--- config.mk ---
export PLATFORM = sky130hd
export DESIGN_NAME = udp_multicast_frame_classifier
export DESIGN_NICKNAME = d
export VERILOG_FILES = /design/src/hdl/umfc_pkg.sv /design/src/hdl/umfc_frame_tracker.sv /design/src/hdl/udp_multicast_frame_classifier.sv
export SDC_FILE = /design/constraint.sdc
export NUM_CORES = 1
export LEC_CHECK = 0
export BUFFER_PORTS_ARGS = -buffer_cell sky130_fd_sc_hd__buf_2
export CAP_MARGIN = 10
export CORE_AREA = 2 2 130 132
export DETAILED_ROUTE_END_ITERATION = 8
export DIE_AREA = 0 0 132 134
export GPL_TIMING_DRIVEN = 0
export HOLD_SLACK_MARGIN = 0.05
export PLACE_DENSITY_LB_ADDON = 0.05
export SLEW_MARGIN = 20
export SYNTH_ARGS = -nofsm -noshare
export SYNTH_HDL_FRONTEND = slang
export SYNTH_SLANG_ARGS = --single-unit
export TNS_END_PERCENT = 20
--- constraint.sdc ---
create_clock -name clk_i -period 8.3 [get_ports clk_i]
set_clock_uncertainty 0.05 [all_clocks]
set_input_delay 1.245 -clock clk_i [delete_from_list [all_inputs] [get_ports clk_i]]
set_output_delay 1.245 -clock clk_i [all_outputs]
set_load 0.1 [all_outputs]
--- src/hdl/umfc_pkg.sv ---
// Shared constants and types for the UDP multicast frame classifier.
`default_nettype none

package umfc_pkg;

  // Frame layout. The IPv4 header is taken to be 20 bytes long.
  localparam int unsigned PAYLOAD_OFFSET   = 42;
  localparam int unsigned OPERATION_OFFSET = 0;
  localparam int unsigned STATUS_OFFSET    = 1;
  localparam int unsigned MAX_FRAME_DEF    = 2048;

  localparam int unsigned IP_START  = 14;
  localparam int unsigned UDP_START = IP_START + 20;

  localparam int unsigned POS_LINK_HI   = 4;
  localparam int unsigned POS_LINK_LO   = 5;
  localparam int unsigned POS_ETYPE_HI  = 12;
  localparam int unsigned POS_ETYPE_LO  = 13;
  localparam int unsigned POS_IP_VER    = IP_START;
  localparam int unsigned POS_IP_PROTO  = IP_START + 9;
  localparam int unsigned POS_GROUP_HI  = IP_START + 16;
  localparam int unsigned POS_GROUP_LO  = IP_START + 17;
  localparam int unsigned POS_SPORT_HI  = UDP_START;
  localparam int unsigned POS_SPORT_LO  = UDP_START + 1;
  localparam int unsigned POS_DPORT_HI  = UDP_START + 2;
  localparam int unsigned POS_DPORT_LO  = UDP_START + 3;
  localparam int unsigned POS_ULEN_HI   = UDP_START + 4;
  localparam int unsigned POS_ULEN_LO   = UDP_START + 5;
  localparam int unsigned POS_OPERATION = PAYLOAD_OFFSET + OPERATION_OFFSET;
  localparam int unsigned POS_STATUS    = PAYLOAD_OFFSET + STATUS_OFFSET;

  // Widest frame length the parameter range allows.
  localparam int unsigned FRAME_LEN_W   = 12;
  localparam int unsigned MIN_FRAME_LEN = PAYLOAD_OFFSET + 7;

  localparam logic [7:0]  ETYPE_IPV4_HI = 8'h08;
  localparam logic [7:0]  ETYPE_IPV4_LO = 8'h00;
  localparam logic [3:0]  IP_VERSION4   = 4'd4;
  localparam logic [7:0]  IP_PROTO_UDP  = 8'd17;
  localparam logic [15:0] UDP_HDR_LEN   = 16'd8;
  localparam logic [10:0] PAYLOAD_MAX   = 11'h7FF;

  // Configuration registers.
  localparam int unsigned CFG_IDX_W = 1;
  localparam logic [CFG_IDX_W-1:0] CFG_MATCH_PORT   = 1'b0;
  localparam logic [CFG_IDX_W-1:0] CFG_GROUP_PREFIX = 1'b1;
  localparam logic [15:0] MATCH_PORT_RST   = 16'd100;
  localparam logic [15:0] GROUP_PREFIX_RST = 16'd57568;

  // Frame state as it stands once the current byte is taken into account.
  typedef struct packed {
    logic                   hdr_ok;
    logic [15:0]            link;
    logic [15:0]            udp_len;
    logic [7:0]             operation;
    logic [7:0]             status;
    logic [FRAME_LEN_W-1:0] len;
  } frame_t;

endpackage

`default_nettype wire

--- src/hdl/umfc_frame_tracker.sv ---
// Byte counter, header checks and field capture for one frame at a time.
`default_nettype none

module umfc_frame_tracker
  import umfc_pkg::*;
#(
  parameter int unsigned MaxFrame = MAX_FRAME_DEF
) (
  input  wire logic        clk_i,
  input  wire logic        rst_ni,
  input  wire logic        accept_i,
  input  wire logic        last_i,
  input  wire logic [7:0]  byte_i,
  input  wire logic [15:0] match_port_i,
  input  wire logic [15:0] group_prefix_i,
  output frame_t           frame_o
);

  localparam int unsigned PosW = $clog2(MaxFrame + 1);

  logic [PosW-1:0] pos_q, pos_d, len_next;
  logic            hdr_ok_q, hdr_ok_d;
  logic [15:0]     link_q, link_d, link_next;
  logic [15:0]     ulen_q, ulen_d, ulen_next;
  logic [7:0]      op_q, op_d, op_next;
  logic [7:0]      stat_q, stat_d, stat_next;
  logic [31:0]     pos32;
  logic            take;
  logic            mismatch;
  logic            hdr_ok_next;

  assign pos32 = 32'(pos_q);
  assign take  = pos32 < 32'(MaxFrame);

  always_comb begin
    len_next  = take ? pos_q + PosW'(1) : pos_q;
    link_next = link_q;
    ulen_next = ulen_q;
    op_next   = op_q;
    stat_next = stat_q;
    mismatch  = 1'b0;
    if (take) begin
      case (pos32)
        POS_LINK_HI:  link_next[15:8] = byte_i;
        POS_LINK_LO:  link_next[7:0]  = byte_i;
        POS_ETYPE_HI: mismatch = byte_i != ETYPE_IPV4_HI;
        POS_ETYPE_LO: mismatch = byte_i != ETYPE_IPV4_LO;
        POS_IP_VER:   mismatch = byte_i[7:4] != IP_VERSION4;
        POS_IP_PROTO: mismatch = byte_i != IP_PROTO_UDP;
        POS_GROUP_HI: mismatch = byte_i != group_prefix_i[15:8];
        POS_GROUP_LO: mismatch = byte_i != group_prefix_i[7:0];
        POS_SPORT_HI: mismatch = byte_i != match_port_i[15:8];
        POS_SPORT_LO: mismatch = byte_i != match_port_i[7:0];
        POS_DPORT_HI: mismatch = byte_i != match_port_i[15:8];
        POS_DPORT_LO: mismatch = byte_i != match_port_i[7:0];
        POS_ULEN_HI:  ulen_next[15:8] = byte_i;
        POS_ULEN_LO:  ulen_next[7:0]  = byte_i;
        default: ;
      endcase
      if (pos32 == 32'(POS_OPERATION)) op_next = byte_i;
      if (pos32 == 32'(POS_STATUS))    stat_next = byte_i;
    end
    hdr_ok_next = hdr_ok_q & ~mismatch;
  end

  always_comb begin
    pos_d    = pos_q;
    hdr_ok_d = hdr_ok_q;
    link_d   = link_q;
    ulen_d   = ulen_q;
    op_d     = op_q;
    stat_d   = stat_q;
    if (accept_i) begin
      if (last_i) begin
        pos_d    = '0;
        hdr_ok_d = 1'b1;
        link_d   = '0;
        ulen_d   = '0;
        op_d     = '0;
        stat_d   = '0;
      end else begin
        pos_d    = len_next;
        hdr_ok_d = hdr_ok_next;
        link_d   = link_next;
        ulen_d   = ulen_next;
        op_d     = op_next;
        stat_d   = stat_next;
      end
    end
  end

  always_ff @(posedge clk_i or negedge rst_ni) begin
    if (!rst_ni) begin
      pos_q    <= '0;
      hdr_ok_q <= 1'b1;
      link_q   <= '0;
      ulen_q   <= '0;
      op_q     <= '0;
      stat_q   <= '0;
    end else begin
      pos_q    <= pos_d;
      hdr_ok_q <= hdr_ok_d;
      link_q   <= link_d;
      ulen_q   <= ulen_d;
      op_q     <= op_d;
      stat_q   <= stat_d;
    end
  end

  assign frame_o.hdr_ok    = hdr_ok_next;
  assign frame_o.link      = link_next;
  assign frame_o.udp_len   = ulen_next;
  assign frame_o.operation = op_next;
  assign frame_o.status    = stat_next;
  assign frame_o.len       = FRAME_LEN_W'(len_next);

endmodule

`default_nettype wire

--- src/hdl/udp_multicast_frame_classifier.sv ---
// Top level of the UDP multicast frame classifier: handshakes, verdict and result register.
//
//  Channel   | Direction | Transfer contents
//  ----------+-----------+---------------------------------------------------------
//  s_axis    | in        | one frame byte; tlast marks the final byte of the frame
//  m_axis    | out       | one verdict per frame; tuser = match flag, tdata = fields
//  cfg       | in        | register write: index 0 match_port, 1 group_prefix
//
//  A byte is taken every cycle at line rate. The verdict for a frame appears in the
//  result register on the cycle after its last byte is accepted. The input stalls only
//  while a verdict sits in the result register and the output side is not ready.
//  Reset clears the frame state and loads the register defaults (port 100, 224.224).
`default_nettype none

module udp_multicast_frame_classifier
  import umfc_pkg::*;
#(
  parameter int unsigned MaxFrame = MAX_FRAME_DEF
) (
  input  wire logic                 clk_i,
  input  wire logic                 rst_ni,
  // Input byte stream.
  input  wire logic                 s_axis_tvalid,
  output      logic                 s_axis_tready,
  input  wire logic [7:0]           s_axis_tdata,   // [7:0] data_byte
  input  wire logic                 s_axis_tlast,   // last_byte
  // Verdict stream.
  output      logic                 m_axis_tvalid,
  input  wire logic                 m_axis_tready,
  // [15:0] link_id, [26:16] payload_length, [34:27] operation_code,
  // [42:35] status_flag, [47:43] zero
  output      logic [47:0]          m_axis_tdata,
  output      logic                 m_axis_tuser,   // frame_match
  // Configuration writes.
  input  wire logic                 cfg_we_i,
  input  wire logic [CFG_IDX_W-1:0] cfg_idx_i,
  input  wire logic [15:0]          cfg_data_i
);

  logic        s_accept;
  logic        out_free;
  frame_t      cur;

  logic [15:0] match_port_q, group_prefix_q;

  logic        m_valid_q;
  logic        dev_q, dev_d;
  logic [15:0] link_q, link_d;
  logic [10:0] plen_q, plen_d;
  logic [7:0]  op_q, op_d;
  logic [7:0]  stat_q, stat_d;

  logic                   len_ok, ulen_ok, match;
  logic [15:0]            plen_raw;
  logic [FRAME_LEN_W-1:0] avail, plen;

  // Configuration registers.
  always_ff @(posedge clk_i or negedge rst_ni) begin
    if (!rst_ni) begin
      match_port_q   <= MATCH_PORT_RST;
      group_prefix_q <= GROUP_PREFIX_RST;
    end else if (cfg_we_i) begin
      case (cfg_idx_i)
        CFG_MATCH_PORT:   match_port_q   <= cfg_data_i;
        CFG_GROUP_PREFIX: group_prefix_q <= cfg_data_i;
        default: ;
      endcase
    end
  end

  // The result register frees up in the same cycle its verdict is taken.
  assign out_free      = !m_valid_q || m_axis_tready;
  assign s_axis_tready = out_free;
  assign s_accept      = s_axis_tvalid && s_axis_tready;

  umfc_frame_tracker #(
    .MaxFrame(MaxFrame)
  ) u_tracker (
    .clk_i         (clk_i),
    .rst_ni        (rst_ni),
    .accept_i      (s_accept),
    .last_i        (s_axis_tlast),
    .byte_i        (s_axis_tdata),
    .match_port_i  (match_port_q),
    .group_prefix_i(group_prefix_q),
    .frame_o       (cur)
  );

  // Verdict. The frame view from the tracker already includes the current byte.
  // The payload length is clamped to what the frame actually carried past the
  // payload offset, then saturated to the field width.
  always_comb begin
    len_ok   = cur.len >= FRAME_LEN_W'(MIN_FRAME_LEN);
    ulen_ok  = cur.udp_len >= UDP_HDR_LEN;
    match    = cur.hdr_ok && len_ok && ulen_ok;
    plen_raw = cur.udp_len - UDP_HDR_LEN;
    avail    = cur.len - FRAME_LEN_W'(PAYLOAD_OFFSET);
    plen     = (plen_raw > 16'(avail)) ? avail : plen_raw[FRAME_LEN_W-1:0];

    dev_d  = match;
    link_d = '0;
    plen_d = '0;
    op_d   = '0;
    stat_d = '0;
    if (match) begin
      link_d = cur.link;
      plen_d = (plen > FRAME_LEN_W'(PAYLOAD_MAX)) ? PAYLOAD_MAX : plen[10:0];
      op_d   = cur.operation;
      stat_d = (plen > FRAME_LEN_W'(STATUS_OFFSET)) ? cur.status : 8'd0;
    end
  end

  always_ff @(posedge clk_i or negedge rst_ni) begin
    if (!rst_ni) begin
      m_valid_q <= 1'b0;
    end else if (out_free) begin
      m_valid_q <= s_accept && s_axis_tlast;
    end
  end

  always_ff @(posedge clk_i) begin
    if (s_accept && s_axis_tlast) begin
      dev_q  <= dev_d;
      link_q <= link_d;
      plen_q <= plen_d;
      op_q   <= op_d;
      stat_q <= stat_d;
    end
  end

  assign m_axis_tvalid = m_valid_q;
  assign m_axis_tuser  = dev_q;
  assign m_axis_tdata  = {5'd0, stat_q, op_q, plen_q, link_q};

  // A non-matching verdict carries nothing but zeros.
  assert property (@(posedge clk_i) disable iff (!rst_ni)
    m_axis_tvalid && !m_axis_tuser |-> m_axis_tdata == 48'd0)
    else $error("non-match verdict with nonzero fields");

  // The last byte of a frame always yields a verdict on the next cycle.
  assert property (@(posedge clk_i) disable iff (!rst_ni)
    s_accept && s_axis_tlast |=> m_axis_tvalid)
    else $error("verdict missing after last byte");

  // A byte inside a frame never produces a verdict.
  assert property (@(posedge clk_i) disable iff (!rst_ni)
    s_accept && !s_axis_tlast |=> !$rose(m_axis_tvalid))
    else $error("verdict without last byte");

  // The status byte is reported only when the payload reaches past it.
  assert property (@(posedge clk_i) disable iff (!rst_ni)
    m_axis_tvalid && (m_axis_tdata[26:16] <= 11'(STATUS_OFFSET))
      |-> m_axis_tdata[42:35] == 8'd0)
    else $error("status reported for short payload");

endmodule

`default_nettype wire
==> reports/results.ini, run 1 <==
[global_route]
antenna_found_initial=0
grt_pass1_wl_mm=37.5
grt_usage_pct=27.1
grt-ovfl-total=0
grt_pass1_vias=6823
grt_max_degree=58

[power_and_ir_drop]
ir_drop_mv=0.168
p_seq_share_pct=32.5
clock_power_share_pct=27.9
netSwitchingFraction_pct=41.2
p_leak_nw=3.87
p_int_mw=1.67
p_sw_mw=1.17
combPwrFrac_pct=39.6
p_per_area_nw_per_um2=303

[critical_path]
arrival_ns=6.88
reg2reg_slack_ns=1.54
r2r_cells=20
endpoint_kind=register
crit_type=register to register
crit_fanout=10
timing.rr.end=stat_q[7]
worstPathRequired_ns=8.41
worstReg2RegStart=u_tracker.pos_q[1]
cp-start-kind=register

[final_layout]
fill_cells=1490
final_cells=1148
finalNetCount=965
layout-drive-gt1-share_pct=19.5
design_area_sq_um=9390
n_antenna_cell=0
syn_to_final_growth_pct=16.4

[detailed_routing]
post_drt_wl_per_cell_microns=20.3
wl_mm=23.3
drcViolationCount=0
drtIter0Drc=637
vias=7006
drtPass1Iterations=6
antenna_left=0
vias_per_cell=6.10

[timing]
rsz0062_at_grt=false
max_slew_margin_pct=46.0
fin_setup_tns_ns=0
min_period_over_period_pct=81.5
period_minus_slack_ns=6.76
fmax_mhz=148
max_slew.worst_pin.slew_ns=0.811
hold_ws_ns=0.441
setup_slack_ns=1.54
drv_slew=0
setup_violations=0
finalHoldViolCount=0

[clock_tree]
cts_resized=0
clkLatencyLatePin_ns=0.44
htreeDepth=4
cts_tree=yes
clockRootBuffer=clkbuf_16
clkSinkCount=138
post-cts-setup-buffer-count=0
clk_transition_reported_paths_ns=0.06
cts_buffers=17
holdBufCountCts=0
clockBufferDepth=2

[die]
initial_core_util_pct=49.5
core_sq_um=16300
core.rowCount=47
fp.dieH_microns=134
dieArea_sq_um=17700
dieWidth_microns=132
pin_count=82

[placed_design]
portBuffers=71
dpl_cell_area_sq_um=8780
place_ws_ns=1.81
gp_congestion=0.929
dp_hpwl_mm=16.7
post-place-cells=1116

[outcome]
outcome=finished, final reports clean

[hold_path]
worstHoldStart=u_tracker.link_q[15]
worst_hold_path.endpoint=u_tracker.link_q[15]
hold_depth=2
hold_class=register to register

[logic_synthesis]
ys_warn_count=0
synth_seq_cells=138
yosysSeqAreaShare_pct=45.7
synth.top_cells.by_area=dfrtp_1 26%, edfxtp_1 16%, mux2_2 5.3%, nand2_1 4.4%, mux2i_1 4.1%
avgSynthCellArea_sq_um=9.84
postSynth.asyncResetShare_pct=68.1
yosys.cell_types.count=69
synth_ff_type=dfrtp_1
synth_top_area_share_pct=26.1
synth.largest_area_cell=dfrtp_1
synthesis.area_sq_um=8060
syn_inst=819
synth_edf_count=44

[run]
maxCapViolCount=0

==> registers in the layout (all words and copies together), names as in the netlist <==
signal	flops
op_q	8
stat_q	8
match_port_q	16
u_tracker.link_q	16
u_tracker.pos_q	12
m_axis_tvalid	1
u_tracker.ulen_q	16
m_axis_tuser	1
u_tracker.hdr_ok_q	1
link_q	16
u_tracker.op_q	8
group_prefix_q	16
plen_q	11
u_tracker.stat_q	8
==> final cells by class <==
cell class	instances	area, sq um	area share, %
Sequential cell	138	3690	39.3
Multi-Input combinational cell	605	4070	43.4
Buffer	65	270	2.88
Tap cell	220	275	2.93
Clock buffer	21	482	5.13
Clock inverter	11	130	1.39
Timing Repair Buffer	73	417	4.44
Inverter	15	56.3	0.600
==> critical path, cell delays in order, from the launching register on <==
cell,delay (ns)
dfrtp_1,0.56
ha_1,0.27
clkbuf_1,0.37
nor2b_1,0.22
xnor2_1,0.20
ha_1,0.31
nor2b_1,0.07
mux2_2,0.26
o31ai_1,0.59
o2111ai_1,0.24
xnor2_1,0.41
clkbuf_1,0.38
ha_1,0.33
a21oi_1,0.18
o21ai_0,0.11
a2111oi_0,0.50
a21oi_1,0.22
a2111o_1,0.45
and2_4,0.19
o32ai_4,0.47
nor3_1,0.10
==> logic make-up (layout without fill, tap and decap cells) <==
group | after synthesis | count (layout) | synth area share (%)
AND/OR/NAND/NOR | 281 | 281 | 17.7
AO/OA/AOI/OAI | 199 | 199 | 16.9
flip-flops | 138 | 138 | 45.7
buffers and inverters | 80 | 185 | 4.05
multiplexers | 71 | 71 | 9.40
XOR/XNOR | 30 | 30 | 3.26
adder cells (fa/ha/maj) | 19 | 19 | 2.95
other | 1 | 5 | 0.0465
==> power groups by stage <==
stage | Sequential (mW) | Clock [mW] | Combinational (mW)
2_1_floorplan | 1.12 | 0 | 0.653
3_3_place_gp | 0.930 | 0 | 1.08
3_5_place_dp | 0.936 | 0 | 1.11
4_1_cts | 0.923 | 0.802 | 1.12
5_1_grt | 0.937 | 0.833 | 1.23
6_report | 0.925 | 0.794 | 1.13
==> how the worst max path moves through the flow <==
| stage | start | end | slack, ns | depth (start not counted) |
|---|---|---|---|---|
| 3_5_place_dp | u_tracker.pos_q[1] | stat_q[1] | 1.81 | 20 |
| 3_3_place_gp | s_axis_tdata[3] | stat_q[1] | 1.97 | 19 |
| 6_report | u_tracker.pos_q[1] | stat_q[7] | 1.54 | 20 |
| 4_1_cts | u_tracker.pos_q[1] | stat_q[1] | 1.74 | 20 |
| 5_1_grt | u_tracker.pos_q[1] | stat_q[6] | 1.05 | 20 |
| 2_1_floorplan | u_tracker.pos_q[1] | stat_q[0] | 2.96 | 21 |
==> cell usage after synthesis, types with 8 or more instances <==
master	number
nor2_1	51
nand4_1	14
nand3_1	18
xor2_1	8
o22ai_1	9
nand2_1	95
inv_1	14
xnor2_1	22
o21ai_0	49
a311oi_1	9
edfxtp_1	44
nor3_1	40
mux2_2	38
ha_1	19
a21oi_1	35
nor2b_1	14
dfrtp_1	84
a22o_1	18
clkbuf_1	50
mux2i_1	33
dfstp_2	10
a22oi_1	30
==> layout by cell type, fill, tap and decap left out, types with 4 or more instances in the layout <==
master / n
a21boi_0: 4
a21oi_1: 35
a22o_1: 18
a22oi_1: 30
a311oi_1: 9
a32oi_1: 6
and3_1: 4
and4_1: 7
buf_1: 4
buf_2: 76
buf_4: 5
clkbuf_1: 51
clkbuf_16: 18
conb_1: 5
dfrtp_1: 84
dfstp_2: 10
edfxtp_1: 44
ha_1: 19
inv_1: 14
inv_6: 4
mux2_2: 38
mux2i_1: 33
nand2_1: 95
nand3_1: 18
nand4_1: 14
nor2_1: 50
nor2b_1: 14
nor3_1: 40
nor3b_1: 5
nor4_1: 6
o21a_1: 5
o21ai_0: 49
o22ai_1: 9
o31ai_1: 4
or2_2: 4
xnor2_1: 22
xor2_1: 8
==> metrics by stage <==
step                      power (mW)  util [%]
after floorplan                 1.78         -
after global placement          2.01      53.5
after detailed placement        2.05      53.9
after CTS                       2.84      57.6
after global routing            3.00      57.6
final                           2.85      57.6
==> routing by layer <==
| metal | track usage (%) | share of wire (%) | vias up |
|---|---|---|---|
| met1 | 37.4 | 44 | 3427 |
| met4 | 12.7 | 3.5 | 0 |
| met2 | 41.4 | 45 | 304 |
| li1 | - | - | 3214 |
| met5 | 0 | 0 | - |
| met3 | 5.29 | 7.4 | 61 |
Power figures use the tool's default switching activity.
==> inputs of run 2 (changes only) <==
Settings changed: ABC_AREA set to 1, CORE_AREA 2 2 130 132 to 2 2 128 130, DIE_AREA 0 0 132 134 to 0 0 130 132.
Clock period 8.3 ns to 6.1 ns, I/O delays scaled along.
==> reports/results.ini, run 2 <==
[clock_tree]
post-cts-setup-buffer-count=0
clkSinkCount=138
clockRootBuffer=clkbuf_16
cts_buffers=17
holdBufCountCts=0
cts_resized=0
clockBufferDepth=2
htreeDepth=4
clkLatencyLatePin_ns=0.42
clk_transition_reported_paths_ns=0.06
cts_tree=yes

[power_and_ir_drop]
p_per_area_nw_per_um2=268
p_sw_mw=0.714
netSwitchingFraction_pct=29.4
p_leak_nw=4.44
combPwrFrac_pct=14.8
ir_drop_mv=0.180
p_int_mw=1.72
clock_power_share_pct=42.6
p_seq_share_pct=42.6
p_total_mw=2.43

[global_route]
antenna_found_initial=0
grt-ovfl-total=0
grt_pass1_vias=6234
grt_pass1_wl_mm=32.0
grt_max_degree=64
grt_usage_pct=23.8

[die]
dieArea_sq_um=17200
initial_core_util_pct=49.3
fp.dieH_microns=132
core_sq_um=15700
core.rowCount=46
dieWidth_microns=130
pin_count=82

[logic_synthesis]
ys_warn_count=0
synthesis.area_sq_um=7740
postSynth.asyncResetShare_pct=68.1
synth.largest_area_cell=dfrtp_1
avgSynthCellArea_sq_um=8.11
yosysSeqAreaShare_pct=47.6
synth_ff_type=dfrtp_1
synth.top_cells.by_area=dfrtp_1 27%, edfxtp_1 17%, nand2_1 12%, inv_1 6.2%, o21ai_0 5.0%
synth_seq_cells=138
yosys.cell_types.count=43
synth_commonest_cells=244 x nand2_1, 128 x inv_1, 84 x dfrtp_1, 78 x o21ai_0, 72 x nor2_1
yosysMostFrequentCell=nand2_1
synth_edf_count=44
synth_top_area_share_pct=27.2
syn_inst=954

[timing]
fin_setup_tns_ns=0
rsz0062_at_grt=false
max_slew_margin_pct=46.8
fmax_mhz=216
period_minus_slack_ns=4.64
drv_slew=0
setup_violations=0
min_period_over_period_pct=76.0
setup_slack_ns=1.46
finalHoldViolCount=0
max_slew.worst_pin.slew_ns=0.791

[detailed_routing]
vias=6622
vias_per_cell=5.16
drcViolationCount=0
drtIter0Drc=426
post_drt_wl_per_cell_microns=15.1
wl_mm=19.4
antenna_left=0
drtPass1Iterations=5

[critical_path]
worstReg2RegStart=u_tracker.pos_q[0]
cp-start-kind=register
crit_fanout=10
r2r_cells=27
endpoint_kind=register
reg2reg_slack_ns=1.46
cp_common_cell=nand2_1
critPathTopFamily=simple AND/OR/NAND/NOR gates
cp_slowest_cell=dfrtp_1
critPathBufInv=2
cpPeakStageDelay_ns=0.48
worstPathRequired_ns=6.21
arrival_ns=4.75
timing.rr.end=stat_q[7]
crit_type=register to register

[outcome]
outcome=finished, final reports clean

[run]
maxCapViolCount=0

[final_layout]
layout_commonest_cell=nand2_1
n_antenna_cell=0
syn_to_final_growth_pct=16.9
layout-drive-gt1-share_pct=18.9
finalNetCount=1105
layout_common_cells=244 x nand2_1, 128 x inv_1, 84 x dfrtp_1

[placed_design]
portBuffers=76
dp_hpwl_mm=14.2
gp_congestion=0.840
place_ws_ns=1.47

[hold_path]
hold_class=input pin to asynchronous set/reset pin

==> run 2: changes by cell type in the layout (fill, tap and decap cells not counted), moves of 21 or more <==
cell,change
nand2_1,+149
inv_1,+114
o22ai_1,+46
mux2_2,-38
nor3_1,-35
mux2i_1,-33
a22oi_1,-30
o21ai_0,+29
clkbuf_1,-28
nand3_1,+24
xnor2_1,-22
a21oi_1,-21
nor2_1,+21
==> run 2: power by group through the flow <==
stage	combinational (mW)	clock (mW)	sequential, mW
CTS	0.360	1.05	1.04
floorplan	0.178	0	1.13
global route	0.396	1.08	1.04
global placement	0.349	0	1.05
finish	0.359	1.03	1.04
detailed placement	0.358	0	1.05
==> run 2: layout make-up <==
class                           instances  area (sq um)
Fill cell                            1501          6660
Sequential cell                       138          3690
Multi-Input combinational cell        641          3350
Inverter                              144           543
Clock buffer                           20           447
Timing Repair Buffer                   78           434
Tap cell                              216           270
Buffer                                 35           186
Clock inverter                         12           138
==> run 2: per-stage QoR <==
step | cell area, sq um | hold WS [ns] | instances | utilization, %
finish | 9050 | 0.314 | 1284 | 57.6
global route | 9050 | 0.334 | 1284 | 57.6
CTS | 9050 | 0.322 | 1284 | 57.6
detailed placement | 8470 | 0.423 | 1252 | 53.9
global placement | 8410 | 0.416 | 1250 | 53.5
floorplan | 7760 | 0.403 | 958 | -
==> run 2: layer usage <==
metal / vias up / global-route usage [%] / share of wire (%)
met5: - / 0 / 0
li1: 3331 / - / -
met1: 3094 / 34.7 / 47
met4: 0 / 6.27 / 1.4
met2: 172 / 37.1 / 47
met3: 25 / 3.81 / 4.9
==> run 2: worst register-to-register path: cells and delay by family (launching register included) <==
| kind | cells | cell delay, ns |
|---|---|---|
| AO/OA/AOI/OAI | 1 | 0.22 |
| adder cells (fa/ha/maj) | 3 | 0.71 |
| buffers and inverters | 2 | 0.22 |
| flip-flops | 1 | 0.48 |
| AND/OR/NAND/NOR | 21 | 2.71 |
==> run 2: worst max path at each step <==
| stage | startpoint | end | cells past startpoint |
|---|---|---|---|
| final | u_tracker.pos_q[0] | stat_q[7] | 27 |
| after global routing | u_tracker.pos_q[0] | stat_q[5] | 28 |
| after CTS | u_tracker.pos_q[0] | stat_q[7] | 27 |
| after detailed placement | s_axis_tdata[3] | stat_q[1] | 27 |
| after global placement | m_axis_tready | u_tracker.hdr_ok_q | 7 |
| after floorplan | m_axis_tready | link_q[0] | 4 |
==> run 2: cells by family (layout without fill, tap and decap cells) <==
kind of cell    after synthesis  in the layout  share of synthesized area [%]
buf+inv                     179            289                           9.42
flops                       138            138                           47.6
compound gates              174            174                           13.0
other cells                   1              5                         0.0484
xor+xnor                      8              8                          0.905
fa+ha+maj                    19             19                           3.07
simple gates                435            435                           26.0
